[src/design/lrukv_pkg.sv]
// Shared constants, codes and types for the LRU key-value cache.
`default_nettype none

package lrukv_pkg;

  // Default geometry handed to the top-level parameters.
  localparam int ENTRIES_DEF    = 16;
  localparam int KEY_BITS_DEF   = 16;
  localparam int VALUE_BITS_DEF = 32;

  // Capacity register.
  localparam int              CAP_W          = 5;
  localparam logic [CAP_W-1:0] CAPACITY_RESET = 5'd16;

  // Register word indexes on the APB port.
  typedef enum logic [0:0] {
    REG_CAPACITY = 1'b0
  } reg_index_t;

  // Request kinds carried in the slave-side tuser.
  typedef enum logic [0:0] {
    REQ_GET = 1'b0,
    REQ_PUT = 1'b1
  } req_type_t;

  // Per-request control broadcast to every cell of the row.
  typedef struct packed {
    logic accept;      // a request is taken this cycle
    logic insert_new;  // put on an absent key: the whole row shifts down
    logic evict;       // the least recent entry falls off the end
  } cell_ctrl_t;

endpackage

`default_nettype wire

[src/design/lrukv_cell.sv]
// One entry of the recency-ordered cell row: key, value and valid flag.
`default_nettype none

module lrukv_cell #(
  parameter int KEY_BITS   = lrukv_pkg::KEY_BITS_DEF,
  parameter int VALUE_BITS = lrukv_pkg::VALUE_BITS_DEF
) (
  input  logic                  clk,
  input  logic                  rst,
  input  lrukv_pkg::cell_ctrl_t ctrl,
  input  logic [KEY_BITS-1:0]   lookup_key,
  input  logic                  prev_valid,
  input  logic [KEY_BITS-1:0]   prev_key,
  input  logic [VALUE_BITS-1:0] prev_value,
  input  logic                  hit_below_in,
  output logic                  hit_below_out,
  output logic                  match,
  output logic                  valid,
  output logic [KEY_BITS-1:0]   key,
  output logic [VALUE_BITS-1:0] value
);

  logic take_prev;
  logic valid_next;

  assign match         = valid && (key == lookup_key);
  // True when the hit entry sits in this cell or further down the row.
  assign hit_below_out = match | hit_below_in;

  // A cell moves its neighbor's entry in when a new key is inserted, or when
  // the touched entry lies at or behind it.
  assign take_prev  = ctrl.accept && (ctrl.insert_new || hit_below_out);
  // On eviction the first empty cell must stay empty, so the entry shifted
  // into it from the last valid cell is dropped.
  assign valid_next = prev_valid && (!ctrl.evict || valid);

  always_ff @(posedge clk) begin
    if (rst) begin
      valid <= 1'b0;
    end else if (take_prev) begin
      valid <= valid_next;
    end
  end

  always_ff @(posedge clk) begin
    if (take_prev) begin
      key   <= prev_key;
      value <= prev_value;
    end
  end

endmodule

`default_nettype wire

[src/design/lrukv_apb.sv]
// APB register block holding the capacity register.
`default_nettype none

module lrukv_apb (
  input  logic                       clk,
  input  logic                       rst,
  input  logic                       psel,
  input  logic                       penable,
  input  logic                       pwrite,
  input  logic [2:0]                 paddr,
  input  logic [31:0]                pwdata,
  output logic [31:0]                prdata,
  output logic                       pready,
  output logic [lrukv_pkg::CAP_W-1:0] capacity
);

  logic wr_en;

  assign pready = 1'b1;
  assign wr_en  = psel && penable && pwrite && pready
                  && (paddr[2] == lrukv_pkg::REG_CAPACITY);

  always_ff @(posedge clk) begin
    if (rst) begin
      capacity <= lrukv_pkg::CAPACITY_RESET;
    end else if (wr_en) begin
      capacity <= pwdata[lrukv_pkg::CAP_W-1:0];
    end
  end

  always_comb begin
    unique case (paddr[2])
      lrukv_pkg::REG_CAPACITY: prdata = 32'(capacity);
      default:                 prdata = 32'd0;
    endcase
  end

endmodule

`default_nettype wire

[src/design/lru_key_value_cache.sv]
// Top level of the fully associative key-value cache with LRU replacement.
//
//  Channel    | Signals                          | Direction | Content
//  -----------+----------------------------------+-----------+---------------------------
//  request    | s_axis_tvalid/tready/tdata/tuser | in        | tuser: req_type; tdata: key, value
//  result     | m_axis_tvalid/tready/tdata/tuser | out       | tuser: found; tdata: read_value
//  config     | psel/penable/pwrite/paddr/...    | in/out    | capacity register at address 0
//
// One request is taken per clock cycle while the result stream is not stalled. All cells
// compare the key in the same cycle and the row of cells reorders itself in that cycle, so
// the compare across the row plus the shift into each cell sets the cycle time.
// The result of a request appears in the output register on the next cycle.
// Reset clears every valid flag and the entry count at once; no clearing
// sweep runs, and the first request may follow reset directly.
// A stalled result holds the output register, and a new request is taken
// only when that register is empty or is being drained in the same cycle.
//
// The cells are kept in recency order: cell 0 holds the most recent entry and
// the valid entries always occupy a contiguous run from cell 0. A touched
// entry moves to cell 0 while the cells in front of it shift back by one; a
// new key enters at cell 0 and pushes the whole row back, and when the cache
// is full the last valid entry falls out.
`default_nettype none

module lru_key_value_cache #(
  parameter int ENTRIES    = lrukv_pkg::ENTRIES_DEF,
  parameter int KEY_BITS   = lrukv_pkg::KEY_BITS_DEF,
  parameter int VALUE_BITS = lrukv_pkg::VALUE_BITS_DEF
) (
  input  logic clk,
  input  logic rst,

  // Request stream.
  input  logic s_axis_tvalid,
  output logic s_axis_tready,
  // Fields from bit 0 up: key, value, zero fill to whole bytes.
  input  logic [((KEY_BITS + VALUE_BITS + 7) / 8) * 8 - 1:0] s_axis_tdata,
  // Fields from bit 0 up: req_type.
  input  logic s_axis_tuser,

  // Result stream.
  output logic m_axis_tvalid,
  input  logic m_axis_tready,
  // Fields from bit 0 up: read_value, zero fill to whole bytes.
  output logic [((VALUE_BITS + 7) / 8) * 8 - 1:0] m_axis_tdata,
  // Fields from bit 0 up: found.
  output logic m_axis_tuser,

  // Configuration port.
  input  logic        psel,
  input  logic        penable,
  input  logic        pwrite,
  input  logic [2:0]  paddr,
  input  logic [31:0] pwdata,
  output logic [31:0] prdata,
  output logic        pready
);

  localparam int OUT_TDATA_W = ((VALUE_BITS + 7) / 8) * 8;
  localparam int CNT_W       = $clog2(ENTRIES + 1);
  localparam int CMP_W       = ((CNT_W > lrukv_pkg::CAP_W) ? CNT_W : lrukv_pkg::CAP_W) + 1;

  logic [lrukv_pkg::CAP_W-1:0] capacity;

  logic [KEY_BITS-1:0]   in_key;
  logic [VALUE_BITS-1:0] in_value;
  logic                  is_put;
  logic                  accept;

  logic [ENTRIES-1:0]    valid_vec;
  logic [ENTRIES-1:0]    match_vec;
  logic [ENTRIES:0]      hit_chain;
  logic [KEY_BITS-1:0]   cell_key   [ENTRIES];
  logic [VALUE_BITS-1:0] cell_value [ENTRIES];

  logic                  any_hit;
  logic [VALUE_BITS-1:0] hit_value;
  logic [VALUE_BITS-1:0] head_value;

  logic [CNT_W-1:0] used_count;
  logic [CMP_W-1:0] used_ext;
  logic [CMP_W-1:0] cap_ext;
  logic [CMP_W-1:0] cap_eff;
  logic             full;

  lrukv_pkg::cell_ctrl_t ctrl;

  logic                  out_found;
  logic [VALUE_BITS-1:0] read_value;

  // Configuration register.
  lrukv_apb u_apb (
    .clk      (clk),
    .rst      (rst),
    .psel     (psel),
    .penable  (penable),
    .pwrite   (pwrite),
    .paddr    (paddr),
    .pwdata   (pwdata),
    .prdata   (prdata),
    .pready   (pready),
    .capacity (capacity)
  );

  // Request unpacking and handshake.
  assign in_key        = s_axis_tdata[KEY_BITS-1:0];
  assign in_value      = s_axis_tdata[KEY_BITS+VALUE_BITS-1:KEY_BITS];
  assign is_put        = (s_axis_tuser == lrukv_pkg::REQ_PUT);
  assign s_axis_tready = !m_axis_tvalid || m_axis_tready;
  assign accept        = s_axis_tvalid && s_axis_tready;

  // Effective capacity: zero acts as one, anything above the row length as the
  // row length.
  assign used_ext = CMP_W'(used_count);
  assign cap_ext  = CMP_W'(capacity);
  always_comb begin
    priority if (cap_ext == '0) begin
      cap_eff = CMP_W'(1);
    end else if (cap_ext > CMP_W'(ENTRIES)) begin
      cap_eff = CMP_W'(ENTRIES);
    end else begin
      cap_eff = cap_ext;
    end
  end
  assign full = (used_ext >= cap_eff);

  // Hit search: the chain runs from the last cell toward cell 0, so its head
  // says whether any cell matched.
  assign hit_chain[ENTRIES] = 1'b0;
  assign any_hit            = hit_chain[0];

  // Keys are unique among valid cells, so at most one term is nonzero.
  always_comb begin
    hit_value = '0;
    for (int i = 0; i < ENTRIES; i++) begin
      hit_value = hit_value | (match_vec[i] ? cell_value[i] : '0);
    end
  end

  // What enters cell 0: a put carries its new value, a get hit keeps the old.
  assign head_value = is_put ? in_value : hit_value;

  assign ctrl.accept     = accept;
  assign ctrl.insert_new = is_put && !any_hit;
  assign ctrl.evict      = is_put && !any_hit && full;

  for (genvar g = 0; g < ENTRIES; g++) begin : g_cell
    logic                  prev_valid;
    logic [KEY_BITS-1:0]   prev_key;
    logic [VALUE_BITS-1:0] prev_value;

    if (g == 0) begin : g_head
      assign prev_valid = 1'b1;
      assign prev_key   = in_key;
      assign prev_value = head_value;
    end else begin : g_body
      assign prev_valid = valid_vec[g-1];
      assign prev_key   = cell_key[g-1];
      assign prev_value = cell_value[g-1];
    end

    lrukv_cell #(
      .KEY_BITS   (KEY_BITS),
      .VALUE_BITS (VALUE_BITS)
    ) u_cell (
      .clk           (clk),
      .rst           (rst),
      .ctrl          (ctrl),
      .lookup_key    (in_key),
      .prev_valid    (prev_valid),
      .prev_key      (prev_key),
      .prev_value    (prev_value),
      .hit_below_in  (hit_chain[g+1]),
      .hit_below_out (hit_chain[g]),
      .match         (match_vec[g]),
      .valid         (valid_vec[g]),
      .key           (cell_key[g]),
      .value         (cell_value[g])
    );
  end

  // Entry count: grows only on an insert that evicts nothing.
  always_ff @(posedge clk) begin
    if (rst) begin
      used_count <= '0;
    end else if (accept && ctrl.insert_new && !ctrl.evict) begin
      used_count <= used_count + CNT_W'(1);
    end
  end

  // Output register.
  always_ff @(posedge clk) begin
    if (rst) begin
      m_axis_tvalid <= 1'b0;
    end else if (accept) begin
      m_axis_tvalid <= 1'b1;
    end else if (m_axis_tready) begin
      m_axis_tvalid <= 1'b0;
    end
  end

  always_ff @(posedge clk) begin
    if (accept) begin
      out_found  <= any_hit;
      read_value <= (!is_put && any_hit) ? hit_value : '0;
    end
  end

  assign m_axis_tdata = OUT_TDATA_W'(read_value);
  assign m_axis_tuser = out_found;

`ifndef SYNTH
  // The valid cells always form one run starting at cell 0.
  a_valid_contiguous: assert property (@(posedge clk) disable iff (rst)
    $onehot({1'b0, valid_vec} + {{ENTRIES{1'b0}}, 1'b1}))
    else $error("valid cells are not contiguous from cell 0");

  // The entry count tracks the number of valid cells.
  a_count_matches: assert property (@(posedge clk) disable iff (rst)
    $countones(valid_vec) == 32'(used_count))
    else $error("entry count disagrees with valid cells");

  // A key is held by at most one cell.
  a_unique_match: assert property (@(posedge clk) disable iff (rst)
    $onehot0(match_vec))
    else $error("key matched in more than one cell");

  // An insert that evicts leaves the count unchanged.
  a_evict_count: assert property (@(posedge clk) disable iff (rst)
    (accept && ctrl.evict) |=> $stable(used_count))
    else $error("entry count changed on an evicting insert");

  // A taken request always leaves a result in the output register.
  a_result_follows: assert property (@(posedge clk) disable iff (rst)
    accept |=> m_axis_tvalid)
    else $error("accepted request produced no result");
`endif

endmodule

`default_nettype wire
[config.mk]
export PLATFORM = sky130hd
export DESIGN_NAME = lru_key_value_cache
export DESIGN_NICKNAME = d
export VERILOG_FILES = /design/src/design/lrukv_pkg.sv /design/src/design/lrukv_cell.sv /design/src/design/lrukv_apb.sv /design/src/design/lru_key_value_cache.sv
export SDC_FILE = /design/constraint.sdc
export NUM_CORES = 1
export LEC_CHECK = 0
export BUFFER_PORTS_ARGS = -buffer_cell sky130_fd_sc_hd__clkbuf_2
export CORE_ASPECT_RATIO = 1.75
export CORE_UTILIZATION = 52
export DETAILED_ROUTE_END_ITERATION = 6
export MAX_ROUTING_LAYER = met4
export PLACE_DENSITY = 0.77
export SLEW_MARGIN = 30
export SYNTH_ARGS = -nofsm -noshare
export SYNTH_HDL_FRONTEND = slang
export SYNTH_HIERARCHICAL = 1
export SYNTH_SLANG_ARGS = --single-unit
[constraint.sdc]
create_clock -name clk -period 6.8 [get_ports clk]
set_input_delay 0.68 -clock clk [delete_from_list [all_inputs] [get_ports clk]]
set_output_delay 0.68 -clock clk [all_outputs]
set_load 0.05 [all_outputs]
==> results of run 1 <==
-- registers in the layout (all words and copies together), names as in the netlist --
signal / cells
g_cell.u_cell/key: 256
g_cell.u_cell/valid: 16
g_cell.u_cell/value: 512
m_axis_tdata: 32
m_axis_tuser: 1
m_axis_tvalid: 1
u_apb/capacity: 5
used_count: 5
-- metrics by stage --
step	hold slack, ps	instance area (sq um)	total power [uW]
5_1_grt	327	38400	11700
4_1_cts	298	38400	11400
2_1_floorplan	427	33500	6570
3_5_place_dp	434	35700	6900
3_3_place_gp	431	35700	6870
6_report	315	38400	11400
-- cells in the mapped netlist (2+ instances only) --
cell type,count
nand2b_1,27
a22oi_1,128
nor4_4,32
or3_1,3
xnor2_1,128
buf_2,25
a21oi_1,5
a22o_1,64
nand3_2,16
or2_2,16
clkbuf_1,29
o221a_2,16
and2b_2,5
mux2_1,2
nand2_1,37
inv_1,69
o21ai_0,19
nor4_1,16
nand4_1,17
mux2i_1,37
nand3_1,83
o21bai_1,16
nor2_1,86
o31a_1,16
and3_1,16
ha_1,6
xor2_1,128
nor2b_1,2
buf_4,29
a221oi_1,63
conb_1,4
dfxtp_1,27
o31ai_1,16
edfxtp_1,801
nor3_1,19
-- worst max-delay path, stage by stage, from the launching register on --
cell,delay (ps)
edfxtp_1,390
xnor2_1,170
nand4_1,210
or2_2,380
o21bai_1,240
o21bai_1,220
o21bai_1,220
o21bai_1,210
o21bai_1,240
o21bai_1,230
o21bai_1,220
o21bai_1,220
o21bai_1,220
o21bai_1,190
o21bai_1,190
o21bai_1,190
o21bai_1,190
o21bai_1,190
o21bai_1,190
o21bai_1,310
and2b_1,280
buf_12,180
o21ai_0,310
o31ai_4,220
buf_12,210
buf_12,150
-- power groups by stage --
stage / combinational, uW / clock [uW] / sequential [uW]
4_1_cts: 730 / 4620 / 6070
6_report: 733 / 4590 / 6070
3_5_place_dp: 727 / 0 / 6180
2_1_floorplan: 406 / 0 / 6160
3_3_place_gp: 708 / 0 / 6160
5_1_grt: 765 / 4800 / 6100
-- worst paths after layout --
kind,from,to,slack (ps),cells past startpoint
worst max-delay path,g_cell[15].u_cell/key[15],g_cell[11].u_cell/value[4],540,25
worst min-delay path,pwdata[0],u_apb/capacity[0],320,3
worst max register to register,g_cell[15].u_cell/key[15],g_cell[11].u_cell/value[4],540,25
worst min register to register,g_cell[8].u_cell/value[4],g_cell[9].u_cell/value[4],440,0
-- layout make-up --
type                       instances  area share, %
clock inverter                    53           1.95
inverter                          69          0.678
tap                              806           2.63
timing repair buffer             189           3.76
multi-input combinational       1058           22.0
sequential                       828           64.1
clock buffer                      81           4.90
-- cells by family (layout without fill, tap and decap cells) --
group / after synthesis / count (layout) / synth area share [%]
buffers and inverters: 154 / 392 / 2.18
AO/OA/AOI/OAI: 347 / 347 / 8.38
XOR/XNOR: 256 / 256 / 6.73
flip-flops: 828 / 828 / 73.8
other: 4 / 32 / 0.0450
multiplexers: 39 / 39 / 1.18
AND/OR/NAND/NOR: 378 / 378 / 7.47
adder cells (fa/ha/maj): 6 / 6 / 0.225
-- routing by layer --
layer | global-route usage [%] | vias up | routed length (um)
li1 | - | 8220 | -
met1 | 31.6 | 9927 | 29800
met2 | 49.2 | 1300 | 45500
met3 | 4.84 | 336 | 8010
met4 | 15.0 | 0 | 5090
met5 | - | - | 0
-- cells in the final DEF, fill, tap and decap left out, types with 16 or more instances in the layout --
| cell type | Yosys | routed |
|---|---|---|
| o21bai_1 | 16 | 16 |
| xor2_1 | 128 | 128 |
| edfxtp_1 | 801 | 801 |
| o21ai_0 | 19 | 19 |
| or2_2 | 16 | 16 |
| nor3_1 | 19 | 19 |
| nand2b_1 | 27 | 26 |
| a22o_1 | 64 | 64 |
| xnor2_1 | 128 | 128 |
| a22oi_1 | 128 | 128 |
| nor4_2 | 0 | 16 |
| mux2i_1 | 37 | 37 |
| and3_1 | 16 | 16 |
| nor4_4 | 32 | 32 |
| nand2_1 | 37 | 37 |
| nand3_1 | 83 | 83 |
| a221oi_1 | 63 | 63 |
| clkbuf_16 | 0 | 74 |
| buf_12 | 0 | 22 |
| inv_1 | 69 | 68 |
| o221a_2 | 16 | 16 |
| o31a_1 | 16 | 16 |
| dfxtp_1 | 27 | 27 |
| clkbuf_2 | 0 | 101 |
| nor2_1 | 86 | 86 |
| conb_1 | 4 | 32 |
| nand4_1 | 17 | 17 |
| nand3_2 | 16 | 16 |
| o31ai_4 | 0 | 16 |
| bufinv_16 | 0 | 17 |
| buf_4 | 29 | 66 |
==> metrics list, run 1 <==
* Final min period: 6260 ps
- Count of unresolved DRC violations after routing: 13
* Clock net sink count: 828
- Maximum number of pins on one net before global-route repair: 49
- Summing every instance area after synthesis gives 33300 sq um.
* Yosys top cell area share: 72.2%
- The min-delay analysis places its worst path in the category input pin to register.
* Initial antenna violation count: 0
- Data arrival time of the worst path: 6650 ps
- Summed over all failing endpoints, the final setup total negative slack is 0 ps.
- Yosys mapped a number of flops with a built-in enable equal to 801.
- The worst setup path is captured at a register.
- From synthesis to final layout, the design area changed by 15.1%.
- Clock-pin slew on the worst setup and hold paths: 70 ps
* Die Height: 337 um
- Peak ir drop on the vdd network: 0.239 mV
- The run finished, with violations left.
- Setup slack on the critical path of the routed design comes to 543 ps.
* First-pass GRT wire length: 132000 um
* Area inside the core boundary: 63300 sq um
- Net switching power of the design: 2590 uW
* Required time at the endpoint of the critical path: 7200 ps
- Dividing the detail-routed wire length by the instance count gives 28.7 um.
- The number of global-route vias before repair was 20900.
- Internal power consumption: 8800 uW
* Failing checks: design-rule violations
- Row generation in the floorplan step produced 122 rows.
- Maximum clock skew at final layout: 28.4 ps
- Of all flip-flops after synthesis, the portion carrying an async set or reset was 0%.
* Total area of sequential cells: 24600 sq um
- Setup violations remaining at the end of the flow were counted as 0.
- Synthesized netlist cell count: 2012
- Routability-driven placement finished with a final weighted congestion of 0.861.
- TritonCTS built the clock tree.
- LEAKAGE: 0.0130 uW
* Syn_area_per_cell: 16.6 sq um
* Number of hold buffers added after cts: 0
- Via-to-Cell Ratio: 6.41
- Startpoint class of the critical path: register
- After the last flow step, the layout net total stands at 2317.
- Warnings, synthesis: 6
* Antenna diode count: 0
* Post-synthesis sequential element count: 828
- The clock passes through at most 3 buffers.
- Detailed routing inserted a total of 19800 vias.
- Die area: 65100 sq um
- Count of instances resized after the clock tree is built: 0
* Clock share of power: 40.3%
- Setup repair after global routing missed its margin: false
* Starting density of the core: 52.6%
- At the end of the flow the core is filled with cells to 60.6%.
* Post-DP HPWL: 54500 um
- The netlist uses 44 different library cells.
* Pre-CTS setup slack: 139 ps
* Most used flip-flop cell after synthesis: edfxtp_1
* Max-slew violations: 0
- The total overflow left after global routing is 0.
- In this run, placement finished with an instance count of 2950.
- CTS Buf Count: 74
- Max-cap violations in this run came to 0.
* Area contributors post-synth: edfxtp_1 72%, xnor2_1 3.4%, xor2_1 3.4%
* Final-layout fill cell count: 4515
- The total count of hold-check failures in the final report was 0.
- Area taken by multi-input logic gates: 8430 sq um
- Register area share after synthesis: 73.8%
- Across every metal layer, demand over resource in global routing totals 28.4%.
- Once the clock tree was built, the setup fixing pass inserted 0 buffers.
- Worst slew margin relative to its limit: 44.1%
* Largest fanout on the critical path: 32
- In this run the horizontal extent of the chip is 193 um.
- The count of nets left with antenna violations once routing finished came out at 0.
- Relative contribution of combinational cells to total power: 6.4%
- The pre-antenna-repair detailed-routing pass consisted of 7 iterations.
- Slew at the pin closest to its max-slew limit: 839 ps
- Path type of the worst setup path: register to register
- Per report_power, the sequential group accounts for 53.3% of the total.
- Dominant cell type by area after synthesis: edfxtp_1
* Switching portion of total power: 22.8%
* Fraction of final layout cells with drive strength greater than 1: 18.8%
* Wire length reported by the detailed router: 88400 um
- Post-Layout Cell Count: 3084
* Buffer type at the clock tree root: clkbuf_16
* I/O pins: 159
* H-tree depth: 3
- The later pin in the worst-skew pair is clocked with a latency of 640 ps.
- Port-buffer cells: 101
- Post-route clock period utilization: 92.0%
- Max Freq: 0.160 GHz
* Total power per unit cell area: 297 nW/um^2
* Detailed Route Iter0 Violations: 2050
(Power assumes the default switching activity.)
==> inputs of run 2 (changes only) <==
--- a/config.mk
+++ b/config.mk
@@ -14,5 +14,4 @@
 export SLEW_MARGIN = 30
 export SYNTH_ARGS = -nofsm -noshare
 export SYNTH_HDL_FRONTEND = slang
-export SYNTH_HIERARCHICAL = 1
 export SYNTH_SLANG_ARGS = --single-unit
==> run 2 against run 1 <==
The flow now finishes without violations. Non-clock buffer count down 48. Largest cell class unchanged. Register-to-register slack better by 2000 ps. Critical path depth down 15. Fmax up 40%. Routed wire length down 5.7%. Critical path type is now input pin to register. Clock-buffer cell count up 14. Die area down 2.5%. Utilization down 2.0 points. Clock power down 12%. Design area down 6.1%. Flip-flop and latch count unchanged.
==> metrics list, run 2 <==
- Max-slew violations: 0 (unchanged)
- The number of flops mapped to enable cells by yosys came to 801 (unchanged).
- The worst slew margin relative to its limit is 35.5% (-8.6 points).
* Area inside the core boundary: 61600 sq um (-2.8%)
- The flow ran to the end, and the final reports show no timing, DRC or antenna violations.
- Iteration count of the initial detailed-routing pass: 5 (-2)
- Most used flip-flop cell after synthesis: edfxtp_1
- The distinct cell type count of the synthesized netlist was 63 (+43%).
- Total instance count after detailed placement: 2757 (-6.5%)
- Area Overhead vs Synth: 10.8%
* Met1 demand-to-capacity share in global routing: 32.9% (+1.3 points)
- Path type of the worst setup path: input pin to register
- Slew at the pin closest to its max-slew limit: 965 ps (+126 ps)
- The via total after detailed routing was 18600 (-6.1%).
* Data arrival time of the worst path: 4770 ps (-1880 ps)
- Required time at the endpoint of the critical path: 7100 ps (-100 ps)
* Overall routing resource usage: 27.5% (-0.96 points)
* # Post-CTS Setup Buffers: 0 (unchanged)
* Final Cell Area: 36000 sq um (-6.1%)
- Flip-flop count of the largest register, all copies and words added: 512 (unchanged)
- The number of antenna-violating nets in the routed design came to 0 (unchanged).
- Register area share after synthesis: 75.7% (+1.9 points)
* Rows: 120 (-1.6%)
* Die Span X: 191 um (-1.2%)
- The worst hold slack after final layout is 296 ps (-19.4 ps).
* Count of unresolved DRC violations after routing: 0 (-13)
- The total count of hold-check failures in the final report came to 0 (unchanged).
- The hold buffer count at cts came to 0 (unchanged).
- Most heavily used metal layer in global routing: met2
* Final routed wire length divided by cell count: 28.8 um (+0.54%)
- The largest net degree at the start of global routing was 49 (unchanged).
- Placed Instance Area: 33800 sq um (-5.5%)
* Vias in the first global route: 19400 (-7.5%)
* Wire length reported by the detailed router: 83300 um (-5.7%)
- Register-to-register setup slack: 2580 ps (+2040 ps)
- The number of standard cells after synthesis came to 1925 (-4.3%).
- Post-synthesis cell area: 32500 sq um (-2.5%)
* CTS Buf Count: 74 (unchanged)
- Fraction of the core area covered by cells at the end of the flow: 58.5% (-2.0 points)
- The maximum buffer depth of the clock tree was 3 (unchanged).
- The total setup violations reported at the end of the flow came to 0 (unchanged).
* M2 GR Usage: 44.6% (-4.6 points)
- The number of antenna violations at the first check in global routing is 1 (+1).
* Hold/Removal Path Class: input pin to register
* Detailed Route Iter0 Violations: 2432 (+19%)
* Most common library cell in the layout ignoring fill and taps: edfxtp_1
- The proportion of register bits with asynchronous set or reset after synthesis was 0% (unchanged).
- Maximum clock skew at final layout: 28.4 ps (-0.0281 ps)
- TritonCTS built the clock tree.
* Post-synthesis sequential element count: 828 (unchanged)
* Post-route clock period utilization: 65.8% (-26 points)
* Max_cap viols: 0 (unchanged)
- The maximum net fanout on the critical path was 36 (+13%).
- Yosys top cell area share: 74.0% (+1.8 points)
- Highest-count cells in the layout ignoring fill and taps: 801 x edfxtp_1, 141 x xor2_1, 128 x a22oi_1
* Count of instances resized after the clock tree is built: 0 (unchanged)
- The total global routing overflow came to 0 (unchanged).
- First-pass GRT wire length: 123000 um (-7.1%)
- g_cell.u_cell.value holds more flip-flops than any other register.
- Setup repair after global routing missed its margin: false
- The count of nets after finishing came to 2137 (-7.8%).
* Clock net sink count: 828 (unchanged)
* Startpoint class of the critical path: input pin
* Max Freq: 0.224 GHz (+40%)
- The fraction of layout cells with a size suffix above 1 came to 13.6% (-5.2 points).
- The maximum level of the CTS H-tree was 3 (unchanged).
- The shortest period the worst path allows came to 4470 ps (-1780 ps).
- The combined flip-flop and latch cell area came to 24600 sq um (unchanged).
* Syn_area_per_cell: 16.9 sq um (+1.9%)
- STA classifies the critical path endpoint as a register.
* Port-buffer cells: 101 (unchanged)
* Starting density of the core: 52.8% (+0.19 points)
* Clock-pin slew on the worst setup and hold paths: 60 ps (about the same)
- Post-DP HPWL: 48400 um (-11%)
- The highest ir drop seen on vdd came to 0.286 mV (+19%).
* Final-layout fill cell count: 4428 (-1.9%)
- Via-to-Cell Ratio: 6.42 (+0.10%)
* Die Height: 333 um (-1.2%)
- The static power due to leakage was 0.0123 uW (-5.6%).
* Met3 layer usage reported by global route: 4.84% (about the same)
* GP Congestion: 0.839 (-2.6%)
- The tree is rooted in a clkbuf_16.
- Warnings, synthesis: 0 (-6)
- I/O pins: 159 (unchanged)
- Most frequent cell after synthesis: edfxtp_1
- Post-Route Setup TNS: 0 ps (unchanged)
- Summed over all instances, the cell type with the most area after synthesis is edfxtp_1.
- Counting instances in the post-synthesis netlist gives the leading cell types as 801 x edfxtp_1, 141 x xor2_1, 128 x a22oi_1.
- The total power per unit cell area came to 291 nW/um^2 (-1.9%).
* Post-Layout Cell Count: 2892 (-6.2%)
- In the post-synthesis netlist, the biggest area contributors are edfxtp_1 74%, xor2_1 3.8%, xnor2_1 3.2%.
- The die area came to 63500 sq um (-2.5%).
* Clock latency at the later pin of the worst-skew pair: 630 ps (about the same)
- Area taken by multi-input logic gates: 7070 sq um (-16%)
==> run 2: cell types whose count changed in the layout (fill, tap and decap cells not counted), sizes merged, moves of 14 or more <==
| cell | change |
|---|---|
| inv | -23 |
| or2 | -15 |
| nand2 | -23 |
| bufinv | -15 |
| o21bai | -16 |
| nand2b | -25 |
| o31a | -15 |
| nand4 | +14 |
| o31ai | -14 |
| o221a | -14 |
| nand3 | -26 |
| buf | -47 |
==> run 2: power by group <==
group / leakage, uW / internal (uW) / switching [uW]
sequential: 0.00772 / 5820 / 120
clock: 0.00111 / 2160 / 1880
combinational: 0.00344 / 134 / 382
total: 0.0123 / 8110 / 2380
==> run 2: routing by layer <==
| metal | up-vias | part of all wire [%] |
|---|---|---|
| li1 | 7657 | - |
| met1 | 9250 | 34 |
| met2 | 1345 | 50 |
| met3 | 318 | 11 |
| met4 | 0 | 5.2 |
| met5 | - | 0 |
==> run 2: kinds of logic after synthesis <==
family / Yosys count / share of synthesized area, %
buf+inv: 177 / 3.29
mux: 38 / 1.17
compound gates: 302 / 7.41
flops: 828 / 75.7
fa+ha+maj: 6 / 0.231
other cells: 2 / 0.0231
xor+xnor: 259 / 6.98
simple gates: 313 / 5.21
==> run 2: final cells by class <==
| type | count | share of cell area (%) |
|---|---|---|
| Clock inverter | 39 | 0.785 |
| Inverter | 49 | 0.514 |
| Tap cell | 793 | 2.75 |
| Timing Repair Buffer | 141 | 2.54 |
| Clock buffer | 95 | 5.50 |
| Multi-Input combinational cell | 946 | 19.6 |
| Sequential cell | 828 | 68.3 |
| Antenna cell | 1 | 0.00695 |
==> run 2: critical path, cell delays in order <==
cell,delay (ps)
clkbuf_2,600
xnor2_1,190
nand4_1,150
nor4_1,630
and3_4,760
or4b_4,380
nor3b_2,100
o21ai_0,460
inv_2,310
buf_4,450
==> run 2: final timing paths <==
kind / end / start / depth (start not counted)
hold reg to reg: g_cell[3].u_cell.value[17] / g_cell[2].u_cell.value[17] / 0
setup / recovery: g_cell[9].u_cell.value[13] / s_axis_tdata[3] / 10
hold / removal: u_apb.capacity[3] / pwdata[3] / 3
setup reg to reg: g_cell[9].u_cell.value[13] / g_cell[0].u_cell.key[8] / 9
==> run 2: metrics by stage <==
stage               power, uW  setup slack (ps)
floorplan                6360              1880
global placement         6530              1700
detailed placement       6560              1870
CTS                     10500              2450
global route            10700              2200
finish                  10500              2330
